--- src/hdl/llrd_pkg.sv ---
`timescale 1ns / 1ps
`default_nettype none
package llrd_pkg;

    localparam int NUM_PORTS_DEF = 8;
    localparam int MAX_BATCH_DEF = 1024;
    localparam int PIDX_W        = 5;
    localparam int LOAD_W        = 16;
    localparam int WLOAD_W       = 17;
    localparam int COUNT_W       = 11;
    localparam int MASK_W        = 8;
    localparam int CMD_W         = 2;
    localparam int RPORT_W       = 3;

    localparam logic STATUS_OK      = 1'b0;
    localparam logic STATUS_NO_PORT = 1'b1;

    typedef enum logic [CMD_W-1:0] {
        CMD_SET  = 2'd0,
        CMD_DIST = 2'd1,
        CMD_PICK = 2'd2,
        CMD_NONE = 2'd3
    } cmd_t;

    typedef enum logic [1:0] {
        ST_NOP,
        ST_SET,
        ST_COPY,
        ST_INC
    } store_op_t;

    typedef struct packed {
        store_op_t          op;
        logic [PIDX_W-1:0]  idx;
        logic [LOAD_W-1:0]  load;
    } store_ctl_t;

    typedef struct packed {
        logic clear;
        logic step;
    } scan_ctl_t;

    typedef enum logic [2:0] {
        S_IDLE,
        S_PICK,
        S_PICK_DONE,
        S_COPY,
        S_FIND,
        S_INC,
        S_EMIT
    } state_t;

endpackage
`default_nettype wire

--- src/hdl/llrd_argmin.sv ---
`timescale 1ns / 1ps
`default_nettype none
module llrd_argmin #(
    parameter int PW = $clog2(llrd_pkg::NUM_PORTS_DEF)
) (
    input  wire logic                          clk,
    input  wire logic                          rst_n,
    input  wire llrd_pkg::scan_ctl_t           ctl,
    input  wire logic                          active,
    input  wire logic [llrd_pkg::WLOAD_W-1:0]  value,
    input  wire logic [PW-1:0]                 idx,
    output logic [PW-1:0]                      best_idx
);
    import llrd_pkg::*;

    logic               best_valid_reg;
    logic               best_valid_next;
    logic [WLOAD_W-1:0] best_load_reg;
    logic [WLOAD_W-1:0] best_load_next;
    logic [PW-1:0]      best_idx_reg;
    logic [PW-1:0]      best_idx_next;
    logic               take;

    // strict less-than keeps the lowest index on a tie
    assign take = ctl.step && active && (!best_valid_reg || (value < best_load_reg));

    always_comb
    begin
        best_valid_next = best_valid_reg;
        best_load_next  = best_load_reg;
        best_idx_next   = best_idx_reg;
        if (ctl.clear)
        begin
            best_valid_next = 1'b0;
        end
        else if (take)
        begin
            best_valid_next = 1'b1;
            best_load_next  = value;
            best_idx_next   = idx;
        end
    end

    always_ff @(posedge clk or negedge rst_n)
    begin
        if (!rst_n)
        begin
            best_valid_reg <= 1'b0;
        end
        else
        begin
            best_valid_reg <= best_valid_next;
        end
    end

    always_ff @(posedge clk)
    begin
        best_load_reg <= best_load_next;
        best_idx_reg  <= best_idx_next;
    end

    assign best_idx = best_idx_reg;

endmodule
`default_nettype wire

--- src/hdl/llrd_store.sv ---
`timescale 1ns / 1ps
`default_nettype none
module llrd_store #(
    parameter int NUM_PORTS = llrd_pkg::NUM_PORTS_DEF,
    parameter int PW        = $clog2(llrd_pkg::NUM_PORTS_DEF)
) (
    input  wire logic                          clk,
    input  wire logic                          rst_n,
    input  wire llrd_pkg::store_ctl_t          ctl,
    output logic [llrd_pkg::LOAD_W-1:0]        port_load_rd,
    output logic [llrd_pkg::WLOAD_W-1:0]       working_rd,
    output logic [llrd_pkg::COUNT_W-1:0]       alloc_rd
);
    import llrd_pkg::*;

    logic [LOAD_W-1:0]  port_load_reg    [NUM_PORTS];
    logic [WLOAD_W-1:0] working_load_reg [NUM_PORTS];
    logic [COUNT_W-1:0] allocation_reg   [NUM_PORTS];
    logic [PW-1:0]      idx;

    assign idx          = PW'(ctl.idx);
    assign port_load_rd = port_load_reg[idx];
    assign working_rd   = working_load_reg[idx];
    assign alloc_rd     = allocation_reg[idx];

    always_ff @(posedge clk or negedge rst_n)
    begin
        if (!rst_n)
        begin
            for (int i = 0; i < NUM_PORTS; i++)
            begin
                port_load_reg[i] <= '0;
            end
        end
        else if (ctl.op == ST_SET)
        begin
            port_load_reg[idx] <= ctl.load;
        end
    end

    always_ff @(posedge clk)
    begin
        case (ctl.op)
            ST_COPY:
            begin
                working_load_reg[idx] <= {1'b0, port_load_rd};
                allocation_reg[idx]   <= '0;
            end
            ST_INC:
            begin
                working_load_reg[idx] <= working_rd + WLOAD_W'(1);
                allocation_reg[idx]   <= alloc_rd + COUNT_W'(1);
            end
            default:
            begin
            end
        endcase
    end

endmodule
`default_nettype wire

--- src/hdl/least_loaded_receive_distributor_top.sv ---
// Least-loaded receive distributor.
// Command channel: an item (command, port_index, load_value, request_count) is
// taken on a clock edge with start high and busy low. A set command stores a
// port load when port_index is below NUM_PORTS and gives no result. A pick
// scans every port once, one port a cycle through a single shared compare
// unit, and returns one result. A distribute copies the loads, then spends
// one scan plus one update on each request of the batch, then emits one beat
// per port in ascending order, last set on the final one. busy stays high
// until that final beat, and is low while it is on the result ports.
// With no active port, pick and distribute return a single error beat on the
// cycle after acceptance. Each result beat is on the result ports for one
// cycle, marked by result_strobe; the receiver cannot stall it.
// cfg_write_en writes the active port mask at once; write it only when idle.
// Reset clears the port loads and the mask and leaves the block idle.
`timescale 1ns / 1ps
`default_nettype none
module least_loaded_receive_distributor_top #(
    parameter int NUM_PORTS = llrd_pkg::NUM_PORTS_DEF,
    parameter int MAX_BATCH = llrd_pkg::MAX_BATCH_DEF
) (
    input  wire logic                          clk,
    input  wire logic                          rst_n,
    input  wire logic                          cfg_write_en,
    input  wire logic [llrd_pkg::MASK_W-1:0]   cfg_write_data,
    input  wire logic                          start,
    output logic                               busy,
    input  wire logic [llrd_pkg::CMD_W-1:0]    command,
    input  wire logic [2:0]                    port_index,
    input  wire logic [llrd_pkg::LOAD_W-1:0]   load_value,
    input  wire logic [llrd_pkg::COUNT_W-1:0]  request_count,
    output logic                               result_strobe,
    output logic                               status,
    output logic [llrd_pkg::RPORT_W-1:0]       result_port,
    output logic [llrd_pkg::COUNT_W-1:0]       assigned_count,
    output logic                               last
);
    import llrd_pkg::*;

    localparam int PW = $clog2(NUM_PORTS);
    localparam int CW = $clog2(MAX_BATCH + 1);
    localparam logic [PW-1:0] LAST_IDX = PW'(NUM_PORTS - 1);

    state_t             state_reg;
    state_t             state_next;
    logic [MASK_W-1:0]  mask_reg;
    logic [PW-1:0]      idx_reg;
    logic [PW-1:0]      idx_next;
    logic [CW-1:0]      remaining_reg;
    logic [CW-1:0]      remaining_next;

    logic               strobe_reg;
    logic               strobe_next;
    logic               status_reg;
    logic               status_next;
    logic [RPORT_W-1:0] port_reg;
    logic [RPORT_W-1:0] port_next;
    logic [COUNT_W-1:0] count_reg;
    logic [COUNT_W-1:0] count_next;
    logic               last_reg;
    logic               last_next;

    logic [NUM_PORTS-1:0] active_vec;
    logic                 any_active;
    logic                 accept;
    cmd_t                 cmd;
    logic                 set_in_range;
    logic [CW-1:0]        batch_size;

    store_ctl_t           store_ctl;
    scan_ctl_t            scan_ctl;
    logic [LOAD_W-1:0]    port_load_rd;
    logic [WLOAD_W-1:0]   working_rd;
    logic [COUNT_W-1:0]   alloc_rd;
    logic [WLOAD_W-1:0]   scan_value;
    logic [PW-1:0]        best_idx;

    for (genvar i = 0; i < NUM_PORTS; i++)
    begin : g_active
        if (i < MASK_W)
        begin : g_mask
            assign active_vec[i] = mask_reg[i];
        end
        else
        begin : g_none
            assign active_vec[i] = 1'b0;
        end
    end

    assign any_active   = |active_vec;
    assign busy         = (state_reg != S_IDLE);
    assign accept       = start && !busy;
    assign cmd          = cmd_t'(command);
    assign set_in_range = (32'(port_index) < 32'(NUM_PORTS));
    assign batch_size   = (32'(request_count) > 32'(MAX_BATCH)) ? CW'(MAX_BATCH)
                                                               : CW'(request_count);
    assign scan_value   = (state_reg == S_PICK) ? {1'b0, port_load_rd} : working_rd;

    llrd_store #(
        .NUM_PORTS (NUM_PORTS),
        .PW        (PW)
    ) u_store (
        .clk          (clk),
        .rst_n        (rst_n),
        .ctl          (store_ctl),
        .port_load_rd (port_load_rd),
        .working_rd   (working_rd),
        .alloc_rd     (alloc_rd)
    );

    llrd_argmin #(
        .PW (PW)
    ) u_argmin (
        .clk      (clk),
        .rst_n    (rst_n),
        .ctl      (scan_ctl),
        .active   (active_vec[idx_reg]),
        .value    (scan_value),
        .idx      (idx_reg),
        .best_idx (best_idx)
    );

    always_comb
    begin
        state_next = state_reg;
        case (state_reg)
            S_IDLE:
            begin
                if (accept && any_active)
                begin
                    if (cmd == CMD_PICK)
                    begin
                        state_next = S_PICK;
                    end
                    else if (cmd == CMD_DIST)
                    begin
                        state_next = S_COPY;
                    end
                end
            end
            S_PICK:
            begin
                if (idx_reg == LAST_IDX)
                begin
                    state_next = S_PICK_DONE;
                end
            end
            S_PICK_DONE:
            begin
                state_next = S_IDLE;
            end
            S_COPY:
            begin
                if (idx_reg == LAST_IDX)
                begin
                    state_next = (remaining_reg == '0) ? S_EMIT : S_FIND;
                end
            end
            S_FIND:
            begin
                if (idx_reg == LAST_IDX)
                begin
                    state_next = S_INC;
                end
            end
            S_INC:
            begin
                state_next = (remaining_reg == CW'(1)) ? S_EMIT : S_FIND;
            end
            S_EMIT:
            begin
                if (idx_reg == LAST_IDX)
                begin
                    state_next = S_IDLE;
                end
            end
            default:
            begin
                state_next = S_IDLE;
            end
        endcase
    end

    always_comb
    begin
        idx_next       = idx_reg;
        remaining_next = remaining_reg;
        store_ctl.op   = ST_NOP;
        store_ctl.idx  = PIDX_W'(idx_reg);
        store_ctl.load = load_value;
        scan_ctl.clear = 1'b0;
        scan_ctl.step  = 1'b0;
        strobe_next    = 1'b0;
        status_next    = STATUS_OK;
        port_next      = '0;
        count_next     = '0;
        last_next      = 1'b0;
        case (state_reg)
            S_IDLE:
            begin
                idx_next       = '0;
                scan_ctl.clear = 1'b1;
                store_ctl.idx  = PIDX_W'(port_index);
                if (accept)
                begin
                    case (cmd)
                        CMD_SET:
                        begin
                            if (set_in_range)
                            begin
                                store_ctl.op = ST_SET;
                            end
                        end
                        CMD_PICK, CMD_DIST:
                        begin
                            remaining_next = batch_size;
                            if (!any_active)
                            begin
                                strobe_next = 1'b1;
                                status_next = STATUS_NO_PORT;
                                last_next   = 1'b1;
                            end
                        end
                        default:
                        begin
                        end
                    endcase
                end
            end
            S_PICK:
            begin
                scan_ctl.step = 1'b1;
                idx_next      = idx_reg + PW'(1);
            end
            S_PICK_DONE:
            begin
                strobe_next = 1'b1;
                port_next   = RPORT_W'(best_idx);
                last_next   = 1'b1;
            end
            S_COPY:
            begin
                store_ctl.op   = ST_COPY;
                scan_ctl.clear = 1'b1;
                idx_next       = (idx_reg == LAST_IDX) ? '0 : idx_reg + PW'(1);
            end
            S_FIND:
            begin
                scan_ctl.step = 1'b1;
                idx_next      = (idx_reg == LAST_IDX) ? '0 : idx_reg + PW'(1);
            end
            S_INC:
            begin
                store_ctl.op   = ST_INC;
                store_ctl.idx  = PIDX_W'(best_idx);
                scan_ctl.clear = 1'b1;
                remaining_next = remaining_reg - CW'(1);
                idx_next       = '0;
            end
            S_EMIT:
            begin
                strobe_next = 1'b1;
                port_next   = RPORT_W'(idx_reg);
                count_next  = alloc_rd;
                last_next   = (idx_reg == LAST_IDX);
                idx_next    = idx_reg + PW'(1);
            end
            default:
            begin
            end
        endcase
    end

    always_ff @(posedge clk or negedge rst_n)
    begin
        if (!rst_n)
        begin
            state_reg  <= S_IDLE;
            mask_reg   <= '0;
            strobe_reg <= 1'b0;
        end
        else
        begin
            state_reg  <= state_next;
            strobe_reg <= strobe_next;
            if (cfg_write_en)
            begin
                mask_reg <= cfg_write_data;
            end
        end
    end

    always_ff @(posedge clk)
    begin
        idx_reg       <= idx_next;
        remaining_reg <= remaining_next;
        status_reg    <= status_next;
        port_reg      <= port_next;
        count_reg     <= count_next;
        last_reg      <= last_next;
    end

    assign result_strobe  = strobe_reg;
    assign status         = status_reg;
    assign result_port    = port_reg;
    assign assigned_count = count_reg;
    assign last           = last_reg;

endmodule
`default_nettype wire
--- config.mk ---
export PLATFORM = sky130hd
export DESIGN_NAME = least_loaded_receive_distributor_top
export DESIGN_NICKNAME = d
export VERILOG_FILES = /design/src/hdl/llrd_pkg.sv /design/src/hdl/llrd_argmin.sv /design/src/hdl/llrd_store.sv /design/src/hdl/least_loaded_receive_distributor_top.sv
export SDC_FILE = /design/constraint.sdc
export NUM_CORES = 1
export LEC_CHECK = 0
export ABC_AREA = 1
export BUFFER_PORTS_ARGS = -buffer_cell sky130_fd_sc_hd__buf_2
export CORE_ASPECT_RATIO = 1.5
export CORE_UTILIZATION = 55
export CTS_CLUSTER_DIAMETER = 40
export DETAILED_ROUTE_END_ITERATION = 10
export HOLD_SLACK_MARGIN = 0.12
export PLACE_DENSITY = 0.82
export SETUP_SLACK_MARGIN = 0.1
export SLEW_MARGIN = 20
export SYNTH_ARGS = -nofsm -noshare
export SYNTH_HDL_FRONTEND = slang
export SYNTH_SLANG_ARGS = --single-unit
--- constraint.sdc ---
create_clock -name clk -period 9.5 [get_ports clk]
set_input_delay 0.95 -clock clk [delete_from_list [all_inputs] [get_ports clk]]
set_output_delay 0.95 -clock clk [all_outputs]
set_load 0.02 [all_outputs]
==> summary.txt <==
Clocking
  • Sink Count: 415
  • Max clock buf depth: 3
  • Worst-path clk slew: 0.06 ns
  • CTS Root Cell: clkbuf_16
  • Clock Latency Late Sink: 0.56 ns
  • # resized after CTS: 0
  • CTS tree: done
  • CTS Buf Count: 41
  • H-tree lvl count: 2
  • Post CTS Setup Buffer Count: 0
  • Hold-fix buffers, CTS: 0

Worst setup path
  • CP startpoint kind: flop
  • Crit-path max FO: 72
  • Crit-path cells: inv_2 -> nand3_4 -> nand3_4 -> nand2_4 -> inv_4 -> nand2_1 -> o22ai_1 -> nor2_1 -> o211ai_1 -> o21ai_0 -> ha_1 -> a21oi_1 -> nor2_1 -> a211oi_1 -> o221ai_1 -> a21oi_1 -> nand2_1 -> a21oi_4
  • WP data arrival: 6.85 ns
  • CP required: 9.68 ns
  • CP Class: reg -> reg
  • Reg-to-reg slack, setup: 2.83 ns
  • Delay-heaviest family, CP: simple AND/OR/NAND/NOR gates
  • R2R depth: 18
  • Buf/Inv on CP: 2
  • CP Capture Type: flop
  • R2R Path Start: state_reg[1]$_DFFE_PN0P_
  • Slowest stage delay, CP: 0.77 ns
  • Worst r2r dst: u_argmin.best_load_reg[9]$_DFFE_PP_
  • CP max stage cell: nand2_1

Layout
  • Fillers: 2517
  • Nets@finish: 2071
  • Max FFs per register: 136
  • Commonest non-fill, non-tap cell in the layout: nand2_1
  • Area grow syn2layout: 11.1%
  • Share of cells above drive strength 1: 9.68%
  • Footprint of the multi-input gates: 6250 µm²
  • Most frequent cells in the layout: nand2_1 (700), edfxtp_1 (258), o21ai_0 (185)
  • Sequential cell area: 11600 µm²
  • Diode count: 0

Timing
  • Final min period: 6.67 ns
  • Highest clock rate: 150 MHz
  • Final hold vios: 0
  • Worst hold margin: 0.358 ns
  • Clock Skew: 0.0223 ns
  • TNS Setup: 0 ns
  • Final worst setup slack: 2.83 ns
  • Worst-margin pin slew: 1.18 ns
  • RSZ-0062 raised after global routing: false
  • Tcrit/Tclk final: 70.2%
  • # setup viols final: 0
  • Relative slew slack: 21.0%
  • Slew Viols, Final: 0

Yosys
  • Seq cells post-synth: 415
  • Sequential-to-total area share from yosys stat: 61.6%
  • Async set-reset flop share out of synthesis: 34.0%
  • Syn nets: 2042
  • Yosys top cell area share: 41.2%
  • Largest cells by area after synthesis: edfxtp_1 (41%), dfrtp_1 (19%), nand2_1 (14%)
  • Post-Synthesis Cell Area: 18800 µm²
  • Cell variety after synth: 46
  • Post-synth top area cell: edfxtp_1
  • Mapped Cells: 1974
  • Yosys warns: 0
  • Ys flop type: edfxtp_1
  • Post-synth EDFFs: 258
  • Mean post-synth cell area: 9.53 µm²

Floorplanning
  • FP Rows: 82
  • Die Ht: 229 µm
  • Die width: 153 µm
  • Die area: 35000 µm²
  • Initial core utilization: 56.1%
  • Top Ports: 62
  • Std-Cell Core Area: 33500 µm²

Drt
  • Vias per inst: 5.92
  • WL per Instance: 19.6 µm
  • Post-DRT Antenna Nets: 0
  • Vias: 14531
  • Routed WL: 48100 µm
  • TritonRoute pass-1 iters: 7
  • DRT iter0 DRCs: 1569
  • Residual DRC: 0

Global routing
  • Global Route Usage Sum: 27.9%
  • Vias in the first global route: 14735
  • Initial antenna violation count: 0
  • Global-route wire length before repair: 76200 µm
  • Gr ovfl total: 0
  • Largest net degree at the start of global routing: 84

Place
  • GPL Wtd Cong: 0.937
  • IO Port Bufs: 61
  • Dpl hpwl: 29700 µm
  • Pre-CTS WS: 3.13 ns

Worst hold path
  • Worst min path class: in -> async

Job
  • Maxcap violations: 0

Status
  • Status: completed
## metrics by stage
stage          instances  util (%)  cell area [µm²]
2_1_floorplan       1974         -            18800
3_3_place_gp        2377      57.5            19300
3_5_place_dp        2377      57.5            19300
4_1_cts             2453      62.0            20800
5_1_grt             2456      62.3            20900
6_report            2456      62.3            20900
## logic make-up (layout without fill, tap and decap cells)
group           count (synthesis)  in the layout  share of synthesized area, %
buf+inv                       241            303                          5.63
simple gates                  982            982                          21.9
mux                             4              4                         0.239
xor+xnor                       11             11                         0.512
compound gates                297            297                          8.53
flops                         415            415                          61.6
fa+ha+maj                      24             24                          1.60
## layer usage
layer | vias to the layer above | GRT usage (%) | wire [µm]
li1 | 6649 | - | -
met1 | 6969 | 31.6 | 17600
met2 | 747 | 49.6 | 24500
met3 | 166 | 4.53 | 3450
met4 | 0 | 16.6 | 2520
met5 | - | 0 | 0
## cells in the mapped netlist (5+ instances only)
library cell	instances
nand2_1	707
edfxtp_1	258
o21ai_0	185
inv_1	146
dfrtp_1	141
nor2_1	104
nand3_1	90
o22ai_1	55
clkbuf_1	34
a21oi_1	30
nand3b_1	29
buf_2	25
ha_1	24
dfxtp_1	16
buf_4	12
buf_6	10
nor2_2	9
nand4_1	8
o21ai_1	8
inv_2	7
nor3_1	7
xor2_1	7
o211ai_1	6
nor4_1	5
## worst max-delay path by stage
stage          slack [ns]                              endpoint                      from  cells past startpoint
2_1_floorplan        4.74        u_argmin.best_idx[0]$_DFFE_PP_             port_index[0]                     21
3_3_place_gp         2.88  u_argmin.best_load_reg[13]$_DFFE_PP_  state_reg[1]$_DFFE_PN0P_                     18
3_5_place_dp         3.13  u_argmin.best_load_reg[11]$_DFFE_PP_  state_reg[1]$_DFFE_PN0P_                     19
4_1_cts              2.98   u_argmin.best_load_reg[9]$_DFFE_PP_  state_reg[1]$_DFFE_PN0P_                     18
5_1_grt              2.54   u_argmin.best_load_reg[9]$_DFFE_PP_  state_reg[1]$_DFFE_PN0P_                     18
6_report             2.83   u_argmin.best_load_reg[9]$_DFFE_PP_  state_reg[1]$_DFFE_PN0P_                     18
## final cells by class
type                    count  share of cell area, %
flip-flops and latches    415                   55.5
multi-input cells        1318                   29.9
clock buffers              52                   5.81
inverters                 156                   2.81
well taps                 420                   2.51
repair buffers             71                   2.12
clock inverters            24                   1.38
Power is left out: the tool's default activity adds up to more than one toggle a clock period on the data nets, which glitch-free logic cannot reach.
